`src/rtl/metropolis_ion_move_step_macros.svh`:
```
// ---------------------------------------------------------------------------
// Assertion macros for the ion move step block
// Concurrent checks that vanish when SYNTHESIS is defined.
// ---------------------------------------------------------------------------
`ifndef METROPOLIS_ION_MOVE_STEP_MACROS_SVH
`define METROPOLIS_ION_MOVE_STEP_MACROS_SVH
`ifndef SYNTHESIS
`define MIMS_ASSERT_IMP(label, ante, cons, msg) \
    label: assert property (@(posedge clk) disable iff (!rst_n) (ante) |-> (cons)) \
        else $error(msg);
`define MIMS_ASSERT_NXT(label, ante, cons, msg) \
    label: assert property (@(posedge clk) disable iff (!rst_n) (ante) |=> (cons)) \
        else $error(msg);
`else
`define MIMS_ASSERT_IMP(label, ante, cons, msg)
`define MIMS_ASSERT_NXT(label, ante, cons, msg)
`endif
`endif

```
`src/rtl/mims_pkg.sv`:
```
// ---------------------------------------------------------------------------
// Ion move step package
// Shared types, codes and the exponential table.
// ---------------------------------------------------------------------------
`default_nettype none
package mims_pkg;

    localparam int STORE_W = 49;

    localparam logic CMD_LOAD = 1'b0;
    localparam logic CMD_MOVE = 1'b1;

    localparam logic [1:0] STATUS_LOADED   = 2'd0;
    localparam logic [1:0] STATUS_ACCEPTED = 2'd1;
    localparam logic [1:0] STATUS_REJECTED = 2'd2;

    localparam logic [2:0] REG_ACTIVE_COUNT  = 3'd0;
    localparam logic [2:0] REG_BOX_WIDTH     = 3'd1;
    localparam logic [2:0] REG_CONTACT       = 3'd2;
    localparam logic [2:0] REG_COUPLING      = 3'd3;
    localparam logic [2:0] REG_FIELD_ENABLE  = 3'd4;
    localparam logic [2:0] REG_FIELD_CENTER  = 3'd5;

    localparam logic [16:0] LOG2E_Q16 = 17'd94548;
    localparam logic signed [47:0] EXP_LIMIT = 48'sd786432;

    typedef enum logic [1:0] {
        TU_IDLE,
        TU_SQRT,
        TU_DIV
    } term_state_t;

    typedef enum logic [4:0] {
        ST_IDLE,
        ST_BAD,
        ST_LOAD,
        ST_OWN_RD,
        ST_OWN,
        ST_C2,
        ST_PAIR_NEXT,
        ST_PAIR_RD,
        ST_SQ,
        ST_SQ_ACC,
        ST_PAIR_CHK,
        ST_TERM_WAIT,
        ST_EXT_SETUP,
        ST_EXT_NEXT,
        ST_EXP1,
        ST_EXP2,
        ST_EXP3,
        ST_FIN
    } top_state_t;

    typedef struct packed {
        logic        start;
        logic        plain;
        logic [33:0] value;
    } term_req_t;

    typedef struct packed {
        logic        done;
        logic [30:0] quotient;
    } term_rsp_t;

    function automatic logic [16:0] exp2_tab(input logic [4:0] i);
        logic [16:0] v;
        case (i)
            5'd0:  v = 17'd65536;
            5'd1:  v = 17'd62757;
            5'd2:  v = 17'd60097;
            5'd3:  v = 17'd57549;
            5'd4:  v = 17'd55109;
            5'd5:  v = 17'd52773;
            5'd6:  v = 17'd50535;
            5'd7:  v = 17'd48393;
            5'd8:  v = 17'd46341;
            5'd9:  v = 17'd44376;
            5'd10: v = 17'd42495;
            5'd11: v = 17'd40693;
            5'd12: v = 17'd38968;
            5'd13: v = 17'd37316;
            5'd14: v = 17'd35734;
            5'd15: v = 17'd34219;
            default: v = 17'd32768;
        endcase
        return v;
    endfunction

endpackage
`default_nettype wire

```
`src/rtl/mims_term.sv`:
```
// ---------------------------------------------------------------------------
// Coulomb term unit
// Bit-serial square root followed by a restoring divide of lB by distance; plain requests skip the square root.
// ---------------------------------------------------------------------------
`default_nettype none
module mims_term
    import mims_pkg::*;
(
    input  wire logic      clk,
    input  wire logic      rst_n,
    input  wire logic [15:0] lb,
    input  wire term_req_t req,
    output term_rsp_t      rsp
);

    term_state_t state_reg, state_next;
    logic [33:0] rad_reg, rad_next;
    logic [18:0] rem_sq_reg, rem_sq_next;
    logic [16:0] root_reg, root_next;
    logic [4:0]  cnt_reg, cnt_next;
    logic [16:0] div_reg, div_next;
    logic [16:0] rem_dv_reg, rem_dv_next;
    logic [30:0] quo_reg, quo_next;
    logic        done_reg, done_next;

    logic [20:0] sq_sh;
    logic [20:0] sq_trial;
    logic [17:0] dv_sh;
    logic        dv_bit;

    always_comb
    begin
        state_next  = state_reg;
        rad_next    = rad_reg;
        rem_sq_next = rem_sq_reg;
        root_next   = root_reg;
        cnt_next    = cnt_reg;
        div_next    = div_reg;
        rem_dv_next = rem_dv_reg;
        quo_next    = quo_reg;
        done_next   = 1'b0;
        sq_sh       = {rem_sq_reg, rad_reg[33:32]};
        sq_trial    = {2'b00, root_reg, 2'b01};
        dv_sh       = {rem_dv_reg, quo_reg[30]};
        dv_bit      = (dv_sh >= {1'b0, div_reg});
        case (state_reg)
            TU_IDLE:
            begin
                if (req.start)
                begin
                    cnt_next = 5'd0;
                    if (req.plain)
                    begin
                        div_next    = (req.value[16:0] == 17'd0) ? 17'd1 : req.value[16:0];
                        quo_next    = {lb, 15'd0};
                        rem_dv_next = 17'd0;
                        state_next  = TU_DIV;
                    end
                    else
                    begin
                        rad_next    = req.value;
                        rem_sq_next = 19'd0;
                        root_next   = 17'd0;
                        state_next  = TU_SQRT;
                    end
                end
            end
            TU_SQRT:
            begin
                if (sq_sh >= sq_trial)
                begin
                    rem_sq_next = 19'(sq_sh - sq_trial);
                    root_next   = {root_reg[15:0], 1'b1};
                end
                else
                begin
                    rem_sq_next = sq_sh[18:0];
                    root_next   = {root_reg[15:0], 1'b0};
                end
                rad_next = {rad_reg[31:0], 2'b00};
                if (cnt_reg == 5'd16)
                begin
                    div_next    = (root_next == 17'd0) ? 17'd1 : root_next;
                    quo_next    = {lb, 15'd0};
                    rem_dv_next = 17'd0;
                    cnt_next    = 5'd0;
                    state_next  = TU_DIV;
                end
                else
                begin
                    cnt_next = cnt_reg + 5'd1;
                end
            end
            TU_DIV:
            begin
                if (dv_bit)
                begin
                    rem_dv_next = 17'(dv_sh - {1'b0, div_reg});
                end
                else
                begin
                    rem_dv_next = dv_sh[16:0];
                end
                quo_next = {quo_reg[29:0], dv_bit};
                if (cnt_reg == 5'd30)
                begin
                    done_next  = 1'b1;
                    state_next = TU_IDLE;
                end
                else
                begin
                    cnt_next = cnt_reg + 5'd1;
                end
            end
            default:
            begin
                state_next = TU_IDLE;
            end
        endcase
    end

    always_ff @(posedge clk or negedge rst_n)
    begin
        if (!rst_n)
        begin
            state_reg <= TU_IDLE;
            cnt_reg   <= 5'd0;
            done_reg  <= 1'b0;
        end
        else
        begin
            state_reg <= state_next;
            cnt_reg   <= cnt_next;
            done_reg  <= done_next;
        end
    end

    always_ff @(posedge clk)
    begin
        rad_reg    <= rad_next;
        rem_sq_reg <= rem_sq_next;
        root_reg   <= root_next;
        div_reg    <= div_next;
        rem_dv_reg <= rem_dv_next;
        quo_reg    <= quo_next;
    end

    assign rsp.done     = done_reg;
    assign rsp.quotient = quo_reg;

endmodule
`default_nettype wire

```
`config.mk`:
```
export PLATFORM = sky130hd
export DESIGN_NAME = mims_term
export DESIGN_NICKNAME = d
export VERILOG_FILES = /design/src/rtl/metropolis_ion_move_step_macros.svh /design/src/rtl/mims_pkg.sv /design/src/rtl/mims_term.sv
export SDC_FILE = /design/constraint.sdc
export NUM_CORES = 1
export LEC_CHECK = 0
export CORE_UTILIZATION = 58
export CTS_CLUSTER_DIAMETER = 80
export CTS_CLUSTER_SIZE = 14
export DETAILED_ROUTE_END_ITERATION = 10
export DONT_BUFFER_PORTS = 1
export GPL_ROUTABILITY_DRIVEN = 0
export PLACE_DENSITY = 0.76
export SYNTH_ARGS = -nofsm -noshare
export SYNTH_HDL_FRONTEND = slang
export SYNTH_SLANG_ARGS = --single-unit
```
`constraint.sdc`:
```
create_clock -name clk -period 4.9 [get_ports clk]
set_input_delay 0.245 -clock clk [delete_from_list [all_inputs] [get_ports clk]]
set_output_delay 0.245 -clock clk [all_outputs]
set_load 0.05 [all_outputs]
```
======== Yosys cells after proc, flatten, opt, wreduce, memory -nomap -nowiden ========
Cells that the tools add are included.
word-level totals
  output and inout port bits .............. 32
  word-level logic and storage cells ...... 72
  register bits after elaboration ......... 143
  bits of input ports ..................... 54
cells by class
  multiplexer cells ....................... 38
  equal/unequal tests ..................... 10
  order comparisons ....................... 2
  $add $sub $neg .......................... 3
  reductions and logical operators ........ 10
operators with widths
  kind                                                            number
  17-bit 2-to-1 mux                                               12
  31-bit 2-to-1 mux                                               3
  31-bit case mux with 3 select lines                             1
  34-bit 2-to-1 mux                                               2
  17-bit case mux with 2 select lines                             2
  34-bit case mux with 2 select lines                             1
  19-bit 2-to-1 mux                                               3
  17-bit case mux with 3 select lines                             1
  19-bit case mux with 2 select lines                             1
  17-bit logical NOT                                              2
  21-bit by 19-bit >= comparator with 1-bit output                1
  19-bit subtractor                                               1
  18-bit by 17-bit >= comparator with 1-bit output                1
  17-bit subtractor                                               1
  5-bit 2-to-1 mux                                                3
  5-bit case mux with 3 select lines                              1
  2-bit != test (second input constant)                           6
  5-bit == test (second input constant)                           2
  3-bit AND reduction                                             3
  2-bit 2-to-1 mux                                                4
  4-bit AND reduction                                             2
  2-bit case mux with 3 select lines                              1
  5-bit by 1-bit adder with 5-bit output (second input constant)  1
  1-bit 2-to-1 mux                                                3
  other kinds (5)                                                 5

======== Logic depth before layout (Yosys ltp) ========
  depth in word-level cells ............... 7
  mapped depth ............................ 11
  mapped depth without buffers ............ 10

======== Least setup slack after synthesis ========
Ideal clock, no wire load.
  path kind ............................... flip-flop to flip-flop
  start ................................... register cnt_reg[0]
  end ..................................... register quo_reg[0] (enable)
  required time ........................... 4.374 ns
  buffers on the path ..................... 0
  setup slack ............................. -0.125 ns
  cell stages (with the launch flop) ...... 6
  arrival ................................. 4.500 ns
  clock period less this slack ............ 5.025 ns
  library setup time ...................... 0.526 ns
  path through ............................ dfrtp_1 > inv_1 > ha_1 > nor4bb_1 > nor2_1 > a211oi_1
between the ends
  cells in the longest elaborated chain, start to end .. 3
RTL lines
  element                               line              source
  start, declared                       mims_term.sv:20   logic [4:0] cnt_reg, cnt_next;
  start signal, assigned                mims_term.sv:133  cnt_reg <= cnt_next;
  5-bit == test                         mims_term.sv:81   if (cnt_reg == 5'd16)
  2-bit != test (no source line)        -
  4-bit AND reduction (no source line)  -
  end signal, assigned                  mims_term.sv:145  quo_reg <= quo_next;
  end, declared                         mims_term.sv:23   logic [30:0] quo_reg, quo_next;
No other way between the ends.
A chain may end at the register's enable or synchronous reset.

======== Worst setup path after layout ========
  start ................................... register quo_reg[30]
  end ..................................... register rem_dv_reg[8], data pin
between the ends
  cells in the longest elaborated chain, start to end .. 3
  elaborated cells between the ends (all ways) .. 4
  classes of those cells .................. add/sub: 1; order compare: 1; mux: 2
RTL lines
  element                                                                                line                              source
  17-bit subtractor or 18-bit by 17-bit >= comparator with 1-bit output (tied branches)  mims_term.sv:98, mims_term.sv:45
  17-bit 2-to-1 mux *                                                                    mims_term.sv:96                   if (dv_bit)
  17-bit case mux with 3 select lines *                                                  mims_term.sv:46                   case (state_reg)
  end signal, assigned                                                                   mims_term.sv:144                  rem_dv_reg <= rem_dv_next;
  end, declared                                                                          mims_term.sv:22                   logic [16:0] rem_dv_reg, rem_dv_next;
Every way passes the cells marked *; elsewhere a longest branch is shown, timed or not.

==> reports/qor.tcl <==
set qor(number_of_buffers_created_by_cts) 17
set qor(setup_repair_after_global_routing_missed_its_margin) {false}
set qor(synthDominantAreaCellType) {edfxtp_1}
set qor(layout.area.seq_mm2) 0.00425
set qor(timing.final.setup_violations) 0
set qor(worst_setup_path_start_kind) {register}
set qor(netlist_top_cells_count) {edfxtp_1, nand2_1, nor2_1}
set qor(rows) 42
set qor(globalRoute.totalOverflow) 0
set qor(multiInputGateArea_mm2) 0.00339
set qor(ys_ff_latch) 143
set qor(floorplan.die_area_mm2) 0.0142
set qor(synthDominantCellAreaShare) 0.511
set qor(number_of_global_route_vias_before_repair) 5227
set qor(fin_util) 0.653
set qor(syn-num-nets) 819
set qor(skew_ns) 0.0132
set qor(powerDensity_mw_per_mm2) 734
set qor(synthMostInstantiatedCell) {edfxtp_1}
set qor(synth-edff-count) 135
set qor(syn_area_per_cell_um2) 11.0
set qor(relSlewSlack) 0.313
set qor(max-cap-violations) 0
set qor(die_height_um) 119
set qor(timing.rr.start) {quo_reg[30]}
set qor(regToRegEndpoint) {rem_dv_reg[8]}
set qor(layout_cell_share_with_drive_strength_beyond_1) 0.120
set qor(ant_nets) 0
set qor(setup-tns-final_ns) 0
set qor(post-dp-hpwl_mm) 11.6
set qor(hold_start) {req[7]}
set qor(antenna_cells_inserted) 0
set qor(cells_along_the_critical_path) {inv_1, ha_1, fa_1, nor2b_4, o31a_1, o211ai_2, a21oi_2, o31a_4, mux2i_1, nor2_1}
set qor(critical_path.endpoint_type) {register}
set qor(worst_vdd_drop_v) 0.000407
set qor(wirelength_mm) 16.2
set qor(route.detailed.wl_per_inst_um) 17.9
set qor(yosys.cell_types.count) 64
set qor(static-leakage-power_nw) 3.39
set qor(num-fill-cells) 977
set qor(clock_tree.root_cell) {clkbuf_16}
set qor(antenna_found_initial) 0
set qor(max_freq_ghz) 0.314
set qor(track_usage) 0.239
set qor(core_region_mm2) 0.0133
set qor(finalWorstPathRequiredPeriod_ns) 3.19
set qor(yosys-top-cells-area) {edfxtp_1, ha_1, mux2_2, nand2_1, nor2_1}
set qor(final_design_area_no_fill_mm2) 0.00868
set qor(reg2reg_depth) 10
set qor(ys_seq_area_frac) 0.536
set qor(critical_path.top_delay_family) {compound AO/OA/AOI/OAI gates}
set qor(whs_path_depth) 2
set qor(clock_tree.htree_level_count) 4
set qor(io_pins) 86
set qor(clock_insertion_delay_worst_skew_ns) 0.42
set qor(drc_errors) 0
set qor(worst-r2r-setup-slack_ns) 1.71
set qor(clock-sinks) 143
set qor(crit_arrival_ns) 3.34
set qor(design.final.nets) 818
set qor(cts.reportedPaths.clkPinSlew_ns) 0.06
set qor(vias_per_cell) 5.97
set qor(largest_register_ffs) 34
set qor(grt_first_pass_wirelength_mm) 26.0
set qor(areaGrowthSynthToFinish_pct) 9.43
set qor(hp-class) {primary input to register}
set qor(postSynth.asyncResetShare) 0.0559
set qor(layout_setup_ws_ns) 1.71
set qor(report.final.hold_viol_count) 0
set qor(synthCells) 721
set qor(dpl.cell_count) 876
set qor(initial_utilization) 0.597
set qor(critical_path.slowest_cell) {edfxtp_1}
set qor(worst_hold_slack_ns) 0.0261
set qor(worstHoldEndpoint) {rad_reg[7]}
set qor(finalNonFillerCells) 909
set qor(cts_tree) {done}
set qor(ys.warnings.count) 0
set qor(critical_path.n_buffers_inverters) 1
set qor(fin_total_pwr_mw) 6.37
set qor(first_pass_iters) 5
set qor(cts_buffer_depth) 2
set qor(detailedPlace.worstSlack_ns) 1.74
set qor(worst_setup_path_start) {quo_reg[30]}
set qor(grt_start_max_net_pins) 68
set qor(cts_setup_buffers) 0
set qor(slew_violations) 0
set qor(synth-main-ff-cell) {edfxtp_1}
set qor(synth.cell_area_mm2) 0.00794
set qor(critical_path_maximum_fanout) 16
set qor(path_class) {register to register}
set qor(timing_worst_slew_pin_value_ns) 1.03
set qor(critPathMaxStageDelay_ns) 0.68
set qor(run_status) {finished, final reports clean}
set qor(die_width_um) 119
set qor(detail_route.iter0.violations) 532
set qor(vias) 5429
set qor(worst_ep_required_time_ns) 5.05
set qor(area_post_placement_mm2) 0.00809
set qor(period_share) 0.650
set qor(io_buffers) 0
-- report_power, final --
group | switching, mW | total (mW) | leakage, nW | internal [mW]
Sequential | 0.672 | 2.64 | 1.41 | 1.97
Combinational | 1.49 | 2.46 | 1.71 | 0.966
Clock | 0.520 | 1.27 | 0.270 | 0.754
Total | 2.69 | 6.37 | 3.39 | 3.69
-- cell usage in the layout (no fill, tap or decap), types with 9 or more instances in the layout --
cell,n
nand2_1,87
xnor2_1,20
nor4_1,10
and2_1,15
nor2_1,59
ha_1,43
o21a_1,11
clkbuf_16,17
nor2b_1,13
nand2b_1,10
edfxtp_1,135
mux2_2,33
inv_1,48
a21oi_1,43
o21ai_0,43
mux2i_1,9
nand3_1,12
-- layer usage --
metal  wire [um]  vias up  global-route usage  share of wire
li1            -     2614                   -              -
met1        6990     2596               0.313           0.43
met2        7960      194               0.383           0.49
met3        1010       25              0.0637          0.062
met4         269        0              0.0878          0.017
met5           0        -                   0              0
-- worst reg2reg max path, delay by kind of cell, from the launching register on --
family          cells  cell delay, ns
simple gates        2            0.20
fa+ha+maj           2            0.68
buf+inv             1            0.10
flops               1            0.68
mux                 1            0.29
compound gates      4            0.97
-- kinds of logic after synthesis --
| family | synth area share |
|---|---|
| and+or+nand+nor | 0.142 |
| xor gates and xnor gates | 0.0287 |
| buffers and inverters | 0.0389 |
| muxes | 0.0582 |
| adders and majority gates | 0.0703 |
| DFF | 0.536 |
| AOI/OAI and AO/OA | 0.125 |
-- repair_timing --
| action | in CTS | in global routing |
|---|---|---|
| hold buffers | 1 | 0 |
| resized for setup | 0 | 0 |
| hold endpoints to repair | 8 | 0 |
-- area by class of cell --
type / instances / share of cell area
Inverter: 48 / 0.0207
Timing Repair Buffer: 7 / 0.00634
Tap cell: 176 / 0.0254
Multi-Input combinational cell: 503 / 0.390
Clock inverter: 15 / 0.0186
Sequential cell: 143 / 0.490
Clock buffer: 17 / 0.0490
-- worst max path at each step --
stage                           to  slack, ns  cells after the start
CTS                  rem_dv_reg[8]       1.72                     10
floorplan               quo_reg[0]       1.54                      5
global placement    rem_dv_reg[13]       1.86                     10
detailed placement   rem_dv_reg[8]       1.74                     10
global route         rem_dv_reg[8]       1.56                     10
finish               rem_dv_reg[8]       1.71                     10
Note: power is estimated with default switching activity, not from simulation.
